[config.mk]
export PLATFORM = sky130hd
export DESIGN_NAME = magnetic_vehicle_detector_core_flat
export DESIGN_NICKNAME = d
export VERILOG_FILES = /design/src/sv/mvd_pkg.sv /design/src/sv/mvd_if.sv /design/src/sv/mvd_lane.sv /design/src/sv/mvd_hist.sv /design/src/sv/magnetic_vehicle_detector_core.sv /design/src/flat_wrapper.sv
export SDC_FILE = /design/constraint.sdc
export NUM_CORES = 2
export LEC_CHECK = 0
export ABC_AREA = 1
export BUFFER_PORTS_ARGS = -buffer_cell sky130_fd_sc_hd__buf_4
export CELL_PAD_IN_SITES_DETAIL_PLACEMENT = 0
export CELL_PAD_IN_SITES_GLOBAL_PLACEMENT = 2
export CORE_MARGIN = 5
export CORE_UTILIZATION = 35
export CTS_CLUSTER_DIAMETER = 150
export DETAILED_ROUTE_END_ITERATION = 12
export GPL_TIMING_DRIVEN = 0
export PLACE_DENSITY_LB_ADDON = 0.1
export SYNTH_ARGS = -nofsm -noshare
export SYNTH_HDL_FRONTEND = slang
export SYNTH_SLANG_ARGS = --single-unit
[constraint.sdc]
create_clock -name clk -period 7.65 [get_ports clk]
set_input_delay 1.1475 -clock clk [delete_from_list [all_inputs] [get_ports clk]]
set_output_delay 1.1475 -clock clk [all_outputs]
set_load 0.02 [all_outputs]
[src/sv/mvd_pkg.sv]
package mvd_pkg;

	localparam int HIST_ENTRIES = 16;
	localparam int HIST_IW = $clog2(HIST_ENTRIES);
	localparam int NUM_AXES = 3;
	localparam int CFG_AW = 5;
	localparam logic [15:0] LEARN_MARGIN = 16'd200;
	localparam logic [15:0] NO_TRACKING = 16'hFFFF;

	typedef enum logic [CFG_AW-3:0] {
		REG_GAIN_X    = 3'd0,
		REG_GAIN_Y    = 3'd1,
		REG_GAIN_Z    = 3'd2,
		REG_ENTER_THR = 3'd3,
		REG_EXIT_THR  = 3'd4,
		REG_EXIT_TIME = 3'd5,
		REG_BG_WINDOW = 3'd6
	} reg_idx_t;

	typedef enum logic [2:0] {
		ST_IDLE,
		ST_LANE,
		ST_MERGE,
		ST_HIST,
		ST_MODE,
		ST_DONE
	} state_t;

	// result of one lane
	typedef struct packed {
		logic signed [10:0] diff;
		logic [15:0]        exc;
	} lane_res_t;

endpackage

[src/sv/mvd_if.sv]
interface mvd_in_if;
	import mvd_pkg::*;
	logic        valid;
	logic        ready;
	logic        polarity;
	logic [47:0] samples_x;
	logic [47:0] samples_y;
	logic [47:0] samples_z;
	logic        start_learning;
	logic        clear_peaks;
	modport source (output valid, polarity, samples_x, samples_y, samples_z,
		start_learning, clear_peaks, input ready);
	modport sink (input valid, polarity, samples_x, samples_y, samples_z,
		start_learning, clear_peaks, output ready);
endinterface

interface mvd_out_if;
	logic        valid;
	logic        ready;
	logic        detected;
	logic [15:0] total_excitation;
	logic [15:0] total_peak;
	logic [15:0] peak_x;
	logic [15:0] peak_y;
	logic [15:0] peak_z;
	logic        learning_active;
	modport source (output valid, detected, total_excitation, total_peak, peak_x, peak_y,
		peak_z, learning_active, input ready);
	modport sink (input valid, detected, total_excitation, total_peak, peak_x, peak_y,
		peak_z, learning_active, output ready);
endinterface

[src/sv/mvd_lane.sv]
module mvd_lane
	import mvd_pkg::*;
(
	input  logic              clk,
	input  logic              en,
	input  logic [9:0]        set_rd,
	input  logic [9:0]        reset_rd,
	input  logic signed [11:0] bg,
	input  logic [15:0]       gain,
	output lane_res_t         res
);

	logic signed [12:0] dev;
	logic [12:0]        mag;
	logic [28:0]        prod;
	logic signed [10:0] d;

	// differential and deviation from background
	always_comb begin
		d = $signed({1'b0, set_rd}) - $signed({1'b0, reset_rd});
		dev = 13'(d) - 13'(bg);
		mag = dev[12] ? 13'(-dev) : dev;
		prod = 29'(mag) * 29'(gain);
	end

	always_ff @(posedge clk) begin
		if (en) begin
			res.diff <= d;
			res.exc <= prod[15:0];
		end
	end

endmodule

[src/sv/mvd_hist.sv]
module mvd_hist
	import mvd_pkg::*;
(
	input  logic              clk,
	input  logic              arst_n,
	input  logic              clr,
	input  logic              ins,
	input  logic signed [9:0] ins_v,
	input  logic [HIST_IW-1:0] idx,
	output logic              hit,
	output logic              empty,
	output logic signed [9:0] rd_v,
	output logic [15:0]       rd_c
);

	logic signed [9:0] val_q [HIST_ENTRIES];
	logic [15:0]       cnt_q [HIST_ENTRIES];

	// one entry looked at per cycle
	always_comb begin
		rd_v = val_q[idx];
		rd_c = cnt_q[idx];
		hit = (rd_v == ins_v);
		empty = (rd_v == 10'sd0);
	end

	always_ff @(posedge clk or negedge arst_n) begin
		if (!arst_n) begin
			for (int i = 0; i < HIST_ENTRIES; i++) begin
				val_q[i] <= '0;
				cnt_q[i] <= '0;
			end
		end else if (clr) begin
			for (int i = 0; i < HIST_ENTRIES; i++) begin
				val_q[i] <= '0;
				cnt_q[i] <= '0;
			end
		end else if (ins) begin
			if (hit) cnt_q[idx] <= cnt_q[idx] + 16'd1;
			else val_q[idx] <= ins_v;
		end
	end

endmodule

[src/sv/magnetic_vehicle_detector_core.sv]
// steps: a reset reading goes straight to the result step; a set reading passes the
// lane, merge, a histogram walk (search or scan, one entry a cycle) and the result
// throughput: one item at a time
// the next item may enter while a result beat waits; it holds in its last step
// until the result register frees
// reset: arst_n clears control state and histogram at once; config gets defaults
module magnetic_vehicle_detector_core
	import mvd_pkg::*;
(
	input  logic              clk,
	input  logic              arst_n,
	mvd_in_if.sink            in_ch,
	mvd_out_if.source         out_ch,
	input  logic              psel,
	input  logic              penable,
	input  logic              pwrite,
	input  logic [CFG_AW-1:0] paddr,
	input  logic [31:0]       pwdata,
	output logic [31:0]       prdata,
	output logic              pready
);

	logic [15:0] gain_q [NUM_AXES];
	logic [15:0] enter_q, exitthr_q, exittime_q, window_q;

	logic [9:0]        set_q [NUM_AXES];
	logic [9:0]        rst_q [NUM_AXES];
	logic signed [10:0] diff_q [NUM_AXES];
	logic signed [11:0] bg_q [NUM_AXES];
	logic [15:0]       apeak_q [NUM_AXES];
	logic [15:0]       speak_q, total_q, exitcnt_q, wincnt_q, best_q;
	logic [1:0]        axis_q;
	logic              det_q, learn_q, seen_q;
	logic signed [9:0] mode_q;
	logic [HIST_IW-1:0] idx_q;
	state_t            st_q, st_d;

	logic              ovalid_q;
	logic              o_det_q, o_learn_q;
	logic [15:0]       o_tot_q, o_sp_q, o_px_q, o_py_q, o_pz_q;

	lane_res_t         lres [NUM_AXES];
	logic              lane_en;
	logic              wr;
	logic [2:0]        waddr;

	// configuration port
	assign pready = 1'b1;
	assign wr = psel && penable && pwrite;
	assign waddr = paddr[CFG_AW-1:2];
	always_ff @(posedge clk or negedge arst_n) begin
		if (!arst_n) begin
			gain_q[0] <= 16'd1; gain_q[1] <= 16'd1; gain_q[2] <= 16'd1;
			enter_q <= 16'd100; exitthr_q <= 16'd50; exittime_q <= 16'd10;
			window_q <= 16'd1000;
		end else if (wr) begin
			case (waddr)
				REG_GAIN_X:    gain_q[0] <= pwdata[15:0];
				REG_GAIN_Y:    gain_q[1] <= pwdata[15:0];
				REG_GAIN_Z:    gain_q[2] <= pwdata[15:0];
				REG_ENTER_THR: enter_q <= pwdata[15:0];
				REG_EXIT_THR:  exitthr_q <= pwdata[15:0];
				REG_EXIT_TIME: exittime_q <= pwdata[15:0];
				REG_BG_WINDOW: window_q <= pwdata[15:0];
				default: ;
			endcase
		end
	end
	always_comb begin
		prdata = '0;
		case (waddr)
			REG_GAIN_X:    prdata = {16'd0, gain_q[0]};
			REG_GAIN_Y:    prdata = {16'd0, gain_q[1]};
			REG_GAIN_Z:    prdata = {16'd0, gain_q[2]};
			REG_ENTER_THR: prdata = {16'd0, enter_q};
			REG_EXIT_THR:  prdata = {16'd0, exitthr_q};
			REG_EXIT_TIME: prdata = {16'd0, exittime_q};
			REG_BG_WINDOW: prdata = {16'd0, window_q};
			default:       prdata = '0;
		endcase
	end

	// four-sample sums over 16 (a quarter of the four-sample average)
	function automatic logic [9:0] avg4(input logic [47:0] p);
		logic [13:0] s;
		s = 14'(p[11:0]) + 14'(p[23:12]) + 14'(p[35:24]) + 14'(p[47:36]);
		return s[13:4];
	endfunction

	logic in_fire, out_fire, res_load;
	assign in_ch.ready = (st_q == ST_IDLE);
	assign in_fire = in_ch.valid && in_ch.ready;
	assign out_fire = out_ch.valid && out_ch.ready;
	// result register takes a new beat once the old one is gone
	assign res_load = (st_q == ST_DONE) && (!ovalid_q || out_fire);

	// lanes
	assign lane_en = (st_q == ST_LANE);
	for (genvar a = 0; a < NUM_AXES; a++) begin : g_lane
		mvd_lane u_lane (.clk, .en(lane_en), .set_rd(set_q[a]), .reset_rd(rst_q[a]),
			.bg(bg_q[a]), .gain(gain_q[a]), .res(lres[a]));
	end

	// histogram
	logic              h_clr, h_ins, h_hit, h_empty;
	logic signed [9:0] h_v, h_rv, ins_v;
	logic [15:0]       h_rc;
	logic signed [10:0] dsel;
	logic [15:0]       learn_time;
	logic              walking;
	assign learn_time = (window_q >= LEARN_MARGIN) ? window_q - LEARN_MARGIN : 16'd0;
	assign dsel = diff_q[axis_q];
	assign ins_v = 10'(dsel / 11'sd2);
	assign walking = (st_q == ST_HIST);
	mvd_hist u_hist (.clk, .arst_n, .clr(h_clr), .ins(h_ins), .ins_v(ins_v),
		.idx(idx_q), .hit(h_hit), .empty(h_empty), .rd_v(h_rv), .rd_c(h_rc));
	assign h_v = h_rv;

	logic last_idx;
	assign last_idx = (idx_q == HIST_IW'(HIST_ENTRIES - 1));
	assign h_ins = walking && (h_hit || h_empty);
	logic merge_learn_start;
	assign merge_learn_start = (st_q == ST_MERGE) && learn_q && !seen_q;
	assign h_clr = merge_learn_start || (walking && !h_hit && !h_empty && last_idx)
		|| (st_q == ST_MODE && last_idx);

	// next state
	always_comb begin
		st_d = st_q;
		case (st_q)
			ST_IDLE: if (in_fire) st_d = in_ch.polarity ? ST_DONE : ST_LANE;
			ST_LANE: st_d = ST_MERGE;
			ST_MERGE: begin
				if (((merge_learn_start ? learn_time : wincnt_q)) < window_q) st_d = ST_HIST;
				else st_d = ST_MODE;
			end
			ST_HIST: if (h_hit || h_empty || last_idx) st_d = ST_DONE;
			ST_MODE: if (last_idx) st_d = ST_DONE;
			ST_DONE: if (res_load) st_d = ST_IDLE;
			default: st_d = ST_IDLE;
		endcase
	end

	// datapath and control
	logic [15:0] tot_c, ec_inc;
	logic [1:0]  nax;
	always_comb begin
		tot_c = lres[0].exc + lres[1].exc + lres[2].exc;
		ec_inc = exitcnt_q + 16'd1;
		nax = (axis_q == 2'd2) ? 2'd0 : axis_q + 2'd1;
	end

	always_ff @(posedge clk or negedge arst_n) begin
		if (!arst_n) begin
			st_q <= ST_IDLE;
			for (int a = 0; a < NUM_AXES; a++) begin
				set_q[a] <= '0; rst_q[a] <= '0; diff_q[a] <= '0; bg_q[a] <= '0;
				apeak_q[a] <= '0;
			end
			speak_q <= '0; total_q <= '0; exitcnt_q <= '0; wincnt_q <= '0;
			best_q <= '0; mode_q <= '0; idx_q <= '0; axis_q <= '0;
			det_q <= 1'b0; learn_q <= 1'b0; seen_q <= 1'b0;
			ovalid_q <= 1'b0;
		end else begin
			st_q <= st_d;
			if (res_load) ovalid_q <= 1'b1;
			else if (out_fire) ovalid_q <= 1'b0;
			case (st_q)
				ST_IDLE: if (in_fire) begin
					if (in_ch.start_learning) learn_q <= 1'b1;
					if (in_ch.clear_peaks) begin
						speak_q <= '0;
						for (int a = 0; a < NUM_AXES; a++) apeak_q[a] <= '0;
					end
					if (in_ch.polarity) begin
						rst_q[0] <= avg4(in_ch.samples_x);
						rst_q[1] <= avg4(in_ch.samples_y);
						rst_q[2] <= avg4(in_ch.samples_z);
					end else begin
						set_q[0] <= avg4(in_ch.samples_x);
						set_q[1] <= avg4(in_ch.samples_y);
						set_q[2] <= avg4(in_ch.samples_z);
					end
				end
				ST_MERGE: begin
					for (int a = 0; a < NUM_AXES; a++) begin
						diff_q[a] <= lres[a].diff;
						if (lres[a].exc > apeak_q[a]) apeak_q[a] <= lres[a].exc;
					end
					total_q <= tot_c;
					if (tot_c > speak_q) speak_q <= tot_c;
					if (det_q) begin
						if (tot_c < exitthr_q) begin
							if (ec_inc >= exittime_q) begin
								det_q <= 1'b0; exitcnt_q <= '0;
							end else exitcnt_q <= ec_inc;
						end else exitcnt_q <= '0;
					end else if (tot_c > enter_q) det_q <= 1'b1;
					if (merge_learn_start) begin
						wincnt_q <= learn_time; axis_q <= '0; seen_q <= 1'b1;
					end else if (axis_q > 2'd2) axis_q <= '0;
					idx_q <= '0; best_q <= '0; mode_q <= '0;
				end
				ST_HIST: begin
					if (h_hit || h_empty) wincnt_q <= wincnt_q + 16'd1;
					else if (last_idx) wincnt_q <= '0;
					idx_q <= idx_q + HIST_IW'(1);
				end
				ST_MODE: begin
					idx_q <= idx_q + HIST_IW'(1);
					if (h_rc > best_q) begin
						best_q <= h_rc; mode_q <= h_v;
					end
					if (last_idx) begin
						if (window_q != NO_TRACKING || learn_q) begin
							// background is twice the mode, sign kept
							if (h_rc > best_q) bg_q[axis_q] <= {h_v[9], h_v, 1'b0};
							else bg_q[axis_q] <= {mode_q[9], mode_q, 1'b0};
						end
						wincnt_q <= learn_q ? learn_time : 16'd0;
						axis_q <= nax;
						if (axis_q == 2'd2) begin
							learn_q <= 1'b0; seen_q <= 1'b0;
						end
					end
				end
				default: ;
			endcase
		end
	end

	// result register
	always_ff @(posedge clk) begin
		if (res_load) begin
			o_det_q <= det_q; o_tot_q <= total_q; o_sp_q <= speak_q;
			o_px_q <= apeak_q[0]; o_py_q <= apeak_q[1]; o_pz_q <= apeak_q[2];
			o_learn_q <= learn_q;
		end
	end

	assign out_ch.valid = ovalid_q;
	assign out_ch.detected = o_det_q;
	assign out_ch.total_excitation = o_tot_q;
	assign out_ch.total_peak = o_sp_q;
	assign out_ch.peak_x = o_px_q;
	assign out_ch.peak_y = o_py_q;
	assign out_ch.peak_z = o_pz_q;
	assign out_ch.learning_active = o_learn_q;

endmodule

[src/flat_wrapper.sv]
// flat-port wrapper written by rule: the top's interface ports become plain ports
module magnetic_vehicle_detector_core_flat import mvd_pkg::*;
  (clk, arst_n, psel, penable, pwrite, paddr, pwdata, prdata, pready, in_ch_valid, in_ch_polarity, in_ch_samples_x, in_ch_samples_y, in_ch_samples_z, in_ch_start_learning, in_ch_clear_peaks, in_ch_ready, out_ch_valid, out_ch_detected, out_ch_total_excitation, out_ch_total_peak, out_ch_peak_x, out_ch_peak_y, out_ch_peak_z, out_ch_learning_active, out_ch_ready);
  mvd_in_if in_ch_i ();
  mvd_out_if out_ch_i ();
  input  logic clk;
  input  logic arst_n;
  input  logic psel;
  input  logic penable;
  input  logic pwrite;
  input  logic [CFG_AW-1:0] paddr;
  input  logic [31:0] pwdata;
  output logic [31:0] prdata;
  output logic pready;
  input wire logic [$bits(in_ch_i.valid)-1:0] in_ch_valid;
  input wire logic [$bits(in_ch_i.polarity)-1:0] in_ch_polarity;
  input wire logic [$bits(in_ch_i.samples_x)-1:0] in_ch_samples_x;
  input wire logic [$bits(in_ch_i.samples_y)-1:0] in_ch_samples_y;
  input wire logic [$bits(in_ch_i.samples_z)-1:0] in_ch_samples_z;
  input wire logic [$bits(in_ch_i.start_learning)-1:0] in_ch_start_learning;
  input wire logic [$bits(in_ch_i.clear_peaks)-1:0] in_ch_clear_peaks;
  output wire logic [$bits(in_ch_i.ready)-1:0] in_ch_ready;
  output wire logic [$bits(out_ch_i.valid)-1:0] out_ch_valid;
  output wire logic [$bits(out_ch_i.detected)-1:0] out_ch_detected;
  output wire logic [$bits(out_ch_i.total_excitation)-1:0] out_ch_total_excitation;
  output wire logic [$bits(out_ch_i.total_peak)-1:0] out_ch_total_peak;
  output wire logic [$bits(out_ch_i.peak_x)-1:0] out_ch_peak_x;
  output wire logic [$bits(out_ch_i.peak_y)-1:0] out_ch_peak_y;
  output wire logic [$bits(out_ch_i.peak_z)-1:0] out_ch_peak_z;
  output wire logic [$bits(out_ch_i.learning_active)-1:0] out_ch_learning_active;
  input wire logic [$bits(out_ch_i.ready)-1:0] out_ch_ready;
  assign in_ch_i.valid = in_ch_valid;
  assign in_ch_i.polarity = in_ch_polarity;
  assign in_ch_i.samples_x = in_ch_samples_x;
  assign in_ch_i.samples_y = in_ch_samples_y;
  assign in_ch_i.samples_z = in_ch_samples_z;
  assign in_ch_i.start_learning = in_ch_start_learning;
  assign in_ch_i.clear_peaks = in_ch_clear_peaks;
  assign in_ch_ready = in_ch_i.ready;
  assign out_ch_valid = out_ch_i.valid;
  assign out_ch_detected = out_ch_i.detected;
  assign out_ch_total_excitation = out_ch_i.total_excitation;
  assign out_ch_total_peak = out_ch_i.total_peak;
  assign out_ch_peak_x = out_ch_i.peak_x;
  assign out_ch_peak_y = out_ch_i.peak_y;
  assign out_ch_peak_z = out_ch_i.peak_z;
  assign out_ch_learning_active = out_ch_i.learning_active;
  assign out_ch_i.ready = out_ch_ready;
  magnetic_vehicle_detector_core u_core (.clk(clk), .arst_n(arst_n), .in_ch(in_ch_i), .out_ch(out_ch_i), .psel(psel), .penable(penable), .pwrite(pwrite), .paddr(paddr), .pwdata(pwdata), .prdata(prdata), .pready(pready));
endmodule
==> impl_metrics.ini <==
[run_status]
outcome = finished, violations left
failed_checks = negative setup slack

[worst_setup_path]
cp_common_cell = inv_2
cp_top_family = adder cells
critPathArrivalTime_ps = 8850
path_max_fanout = 8
critPathMaxStageDelay_ps = 590
worstPathRequired_ps = 8190
crit_buf_inv = 10
crit_slowest_cell = fa_2
critPathKind = flip-flop to flip-flop
startpoint_type = flip-flop
worstSetupEndpointType = flip-flop

[yosys]
synth_seq_cells = 968
syn_inst = 8440
synth_ff_type = dfrtp_1
synth_area_um2 = 68000
syn_area_per_cell_um2 = 8.06
synth_cell_type_count = 64
synth_commonest_cells = nand2_1, inv_1, dfrtp_1
synth_area_leader_cell = dfrtp_1
ys_seq_area_share_pct = 36.8
yosys-top-cells-area = dfrtp_1, nand2_1, fa_1, ha_1, edfxtp_1
yosys.area.top_type_share_pct = 29.0
synth_edf_count = 163
async_reset_ff_share_pct = 83.2
synth_warnings = 0
yosysMostFrequentCell = nand2_1

[clock_tree]
clk_pin_slew_ps = 60
cts_tree = yes
h-tree-depth = 3
clock_sinks = 968
clk_latency_ps = 800
ctsLongestPathBuffers = 3
cts_root_buf = clkbuf_16
cts-buffers-inserted = 118

[sta]
relSlewSlack_pct = 1.75
worst_pin_slew_ps = 1470
setup_ws_ps = -658
fin_crit_sh_pct = 109
hold_viol_final = 0
drv_slew = 0
timing.fmax_mhz = 120
fin_setup_tns_ps = -1330
clock_skew_ps = 70.7
setup_viol = 5
fin_crit_ps = 8310
grt_setup_unrepaired = yes

[global_route]
grt_use_total_pct = 24.8
grt_max_degree = 105
grt_pass1_vias = 60496
grt_pass1_wl_um = 387000
antenna_found_initial = 6
overflow = 0

[place]
place_area_um2 = 73800
numPortBuffers = 271
dp.final_hpwl_um = 199000
gp_congestion = 0.892

[route]
via_count = 59659
drcViolationCount = 0
wirelength_um = 256000
antenna_left = 0
wire_per_inst_um = 21.9
wl_met1_um = 121000
dr_wl_met2_um = 115000
first_iter_violations = 4269
wl_met3_um = 14900
routed_via_density = 5.12
drt-pass1-iter-count = 6
highest_layer = met4

[floorplanning]
start_util_pct = 35.3
io_pins = 308
coreArea_um2 = 193000
fp-row-count = 161
die_x_um = 451
die_h_um = 451
dieArea_um2 = 203000

[finish]
syn_to_final_growth_pct = 18.9
drive_gt1_share_pct = 14.9
nNetsFinal = 9932
stdcell_area_um2 = 80900

[job]
drv_cap = 0

[min_path]
worstHoldPathType = input pin to async pin
layout by cell type (no fill, tap or decap), drive strengths merged, types with 133 or more instances in the layout:
cell type,n
nand3,319
ha,415
edfxtp,163
buf,636
dfrtp,788
fa,301
o22ai,162
nand2,2274
o211ai,398
inv,1284
xor2,133
a21oi,216
o21ai,594
clkbuf,362
nor2,628
final timing paths:
check,start,end,slack (ps),cells past startpoint
min in group clk,u_core.apeak_q[26]$_DFFE_PN0P_,u_core.out_ch.peak_y[10]$_DFFE_PP_,440,0
max in group asynchronous,arst_n,u_core.rst_q[8]$_DFFE_PN0P_,5800,3
worst max register to register,u_core.rst_q[0]$_DFFE_PN0P_,u_core.g_lane[2].u_lane.res[15]$_DFFE_PP_,-660,44
worst max-delay path,u_core.rst_q[0]$_DFFE_PN0P_,u_core.g_lane[2].u_lane.res[15]$_DFFE_PP_,-660,44
worst min register to register,u_core.apeak_q[26]$_DFFE_PN0P_,u_core.out_ch.peak_y[10]$_DFFE_PP_,440,0
worst min-delay path,arst_n,u_core.u_hist.cnt_q[200]$_DFFE_PN0P_,270,1
stage by stage:
stage | hold WS, ps | std cells | worst slack, ps | utilization (%)
after floorplan | 425 | 8464 | -24.3 | -
after global placement | 430 | 11261 | -5140 | 38.1
after detailed placement | 432 | 11280 | -2000 | 38.3
after CTS | 225 | 11597 | -708 | 41.3
after global routing | 267 | 11654 | -1040 | 41.9
final | 270 | 11660 | -658 | 41.9
final cells by class:
type	count	area [um^2]
inverters	1295	4930
fillers	19791	112000
multi-input cells	5804	38000
repair buffers	444	3650
flip-flops and latches	968	25100
well taps	2526	3160
clock inverters	60	706
plain buffers	394	2040
diodes	9	22.5
clock buffers	160	3320
state kept, by name, indices dropped and copies added (netlist names), 30 cells and up:
name and count:
u_core.diff_q 33, u_core.apeak_q 48, u_core.u_hist.val_q 160, u_core.gain_q 48
u_core.rst_q 30, u_core.bg_q 33, u_core.g_lane.u_lane.res 81, u_core.u_hist.cnt_q 256
u_core.set_q 30
what timing repair did:
action                                  4_1_cts  5_1_grt
hold buffers                                  0        0
pin swaps                                   145      175
gates resized for setup                     274      222
buffers inserted                             99       55
cloned                                        2        2
endpoints found under the setup margin       23       19
metal layers:
metal	vias to the layer above	track usage, %
li1	28415	-
met1	29409	36.2
met2	1557	39.3
met3	278	3.45
met4	0	5.34
met5	-	0
kinds of logic (layout without fill, tap and decap cells):
family | Yosys count | count (layout) | synth area share, %
simple gates | 3399 | 3400 | 20.3
compound gates | 1481 | 1481 | 13.9
fa+ha+maj | 716 | 716 | 16.5
other cells | 2 | 35 | 0.0110
flops | 968 | 968 | 36.8
xor+xnor | 181 | 181 | 2.38
buf+inv | 1693 | 2353 | 10.0
Power is left out: the tool's default activity adds up to more than one toggle a clock period on the data nets, which glitch-free logic cannot reach.
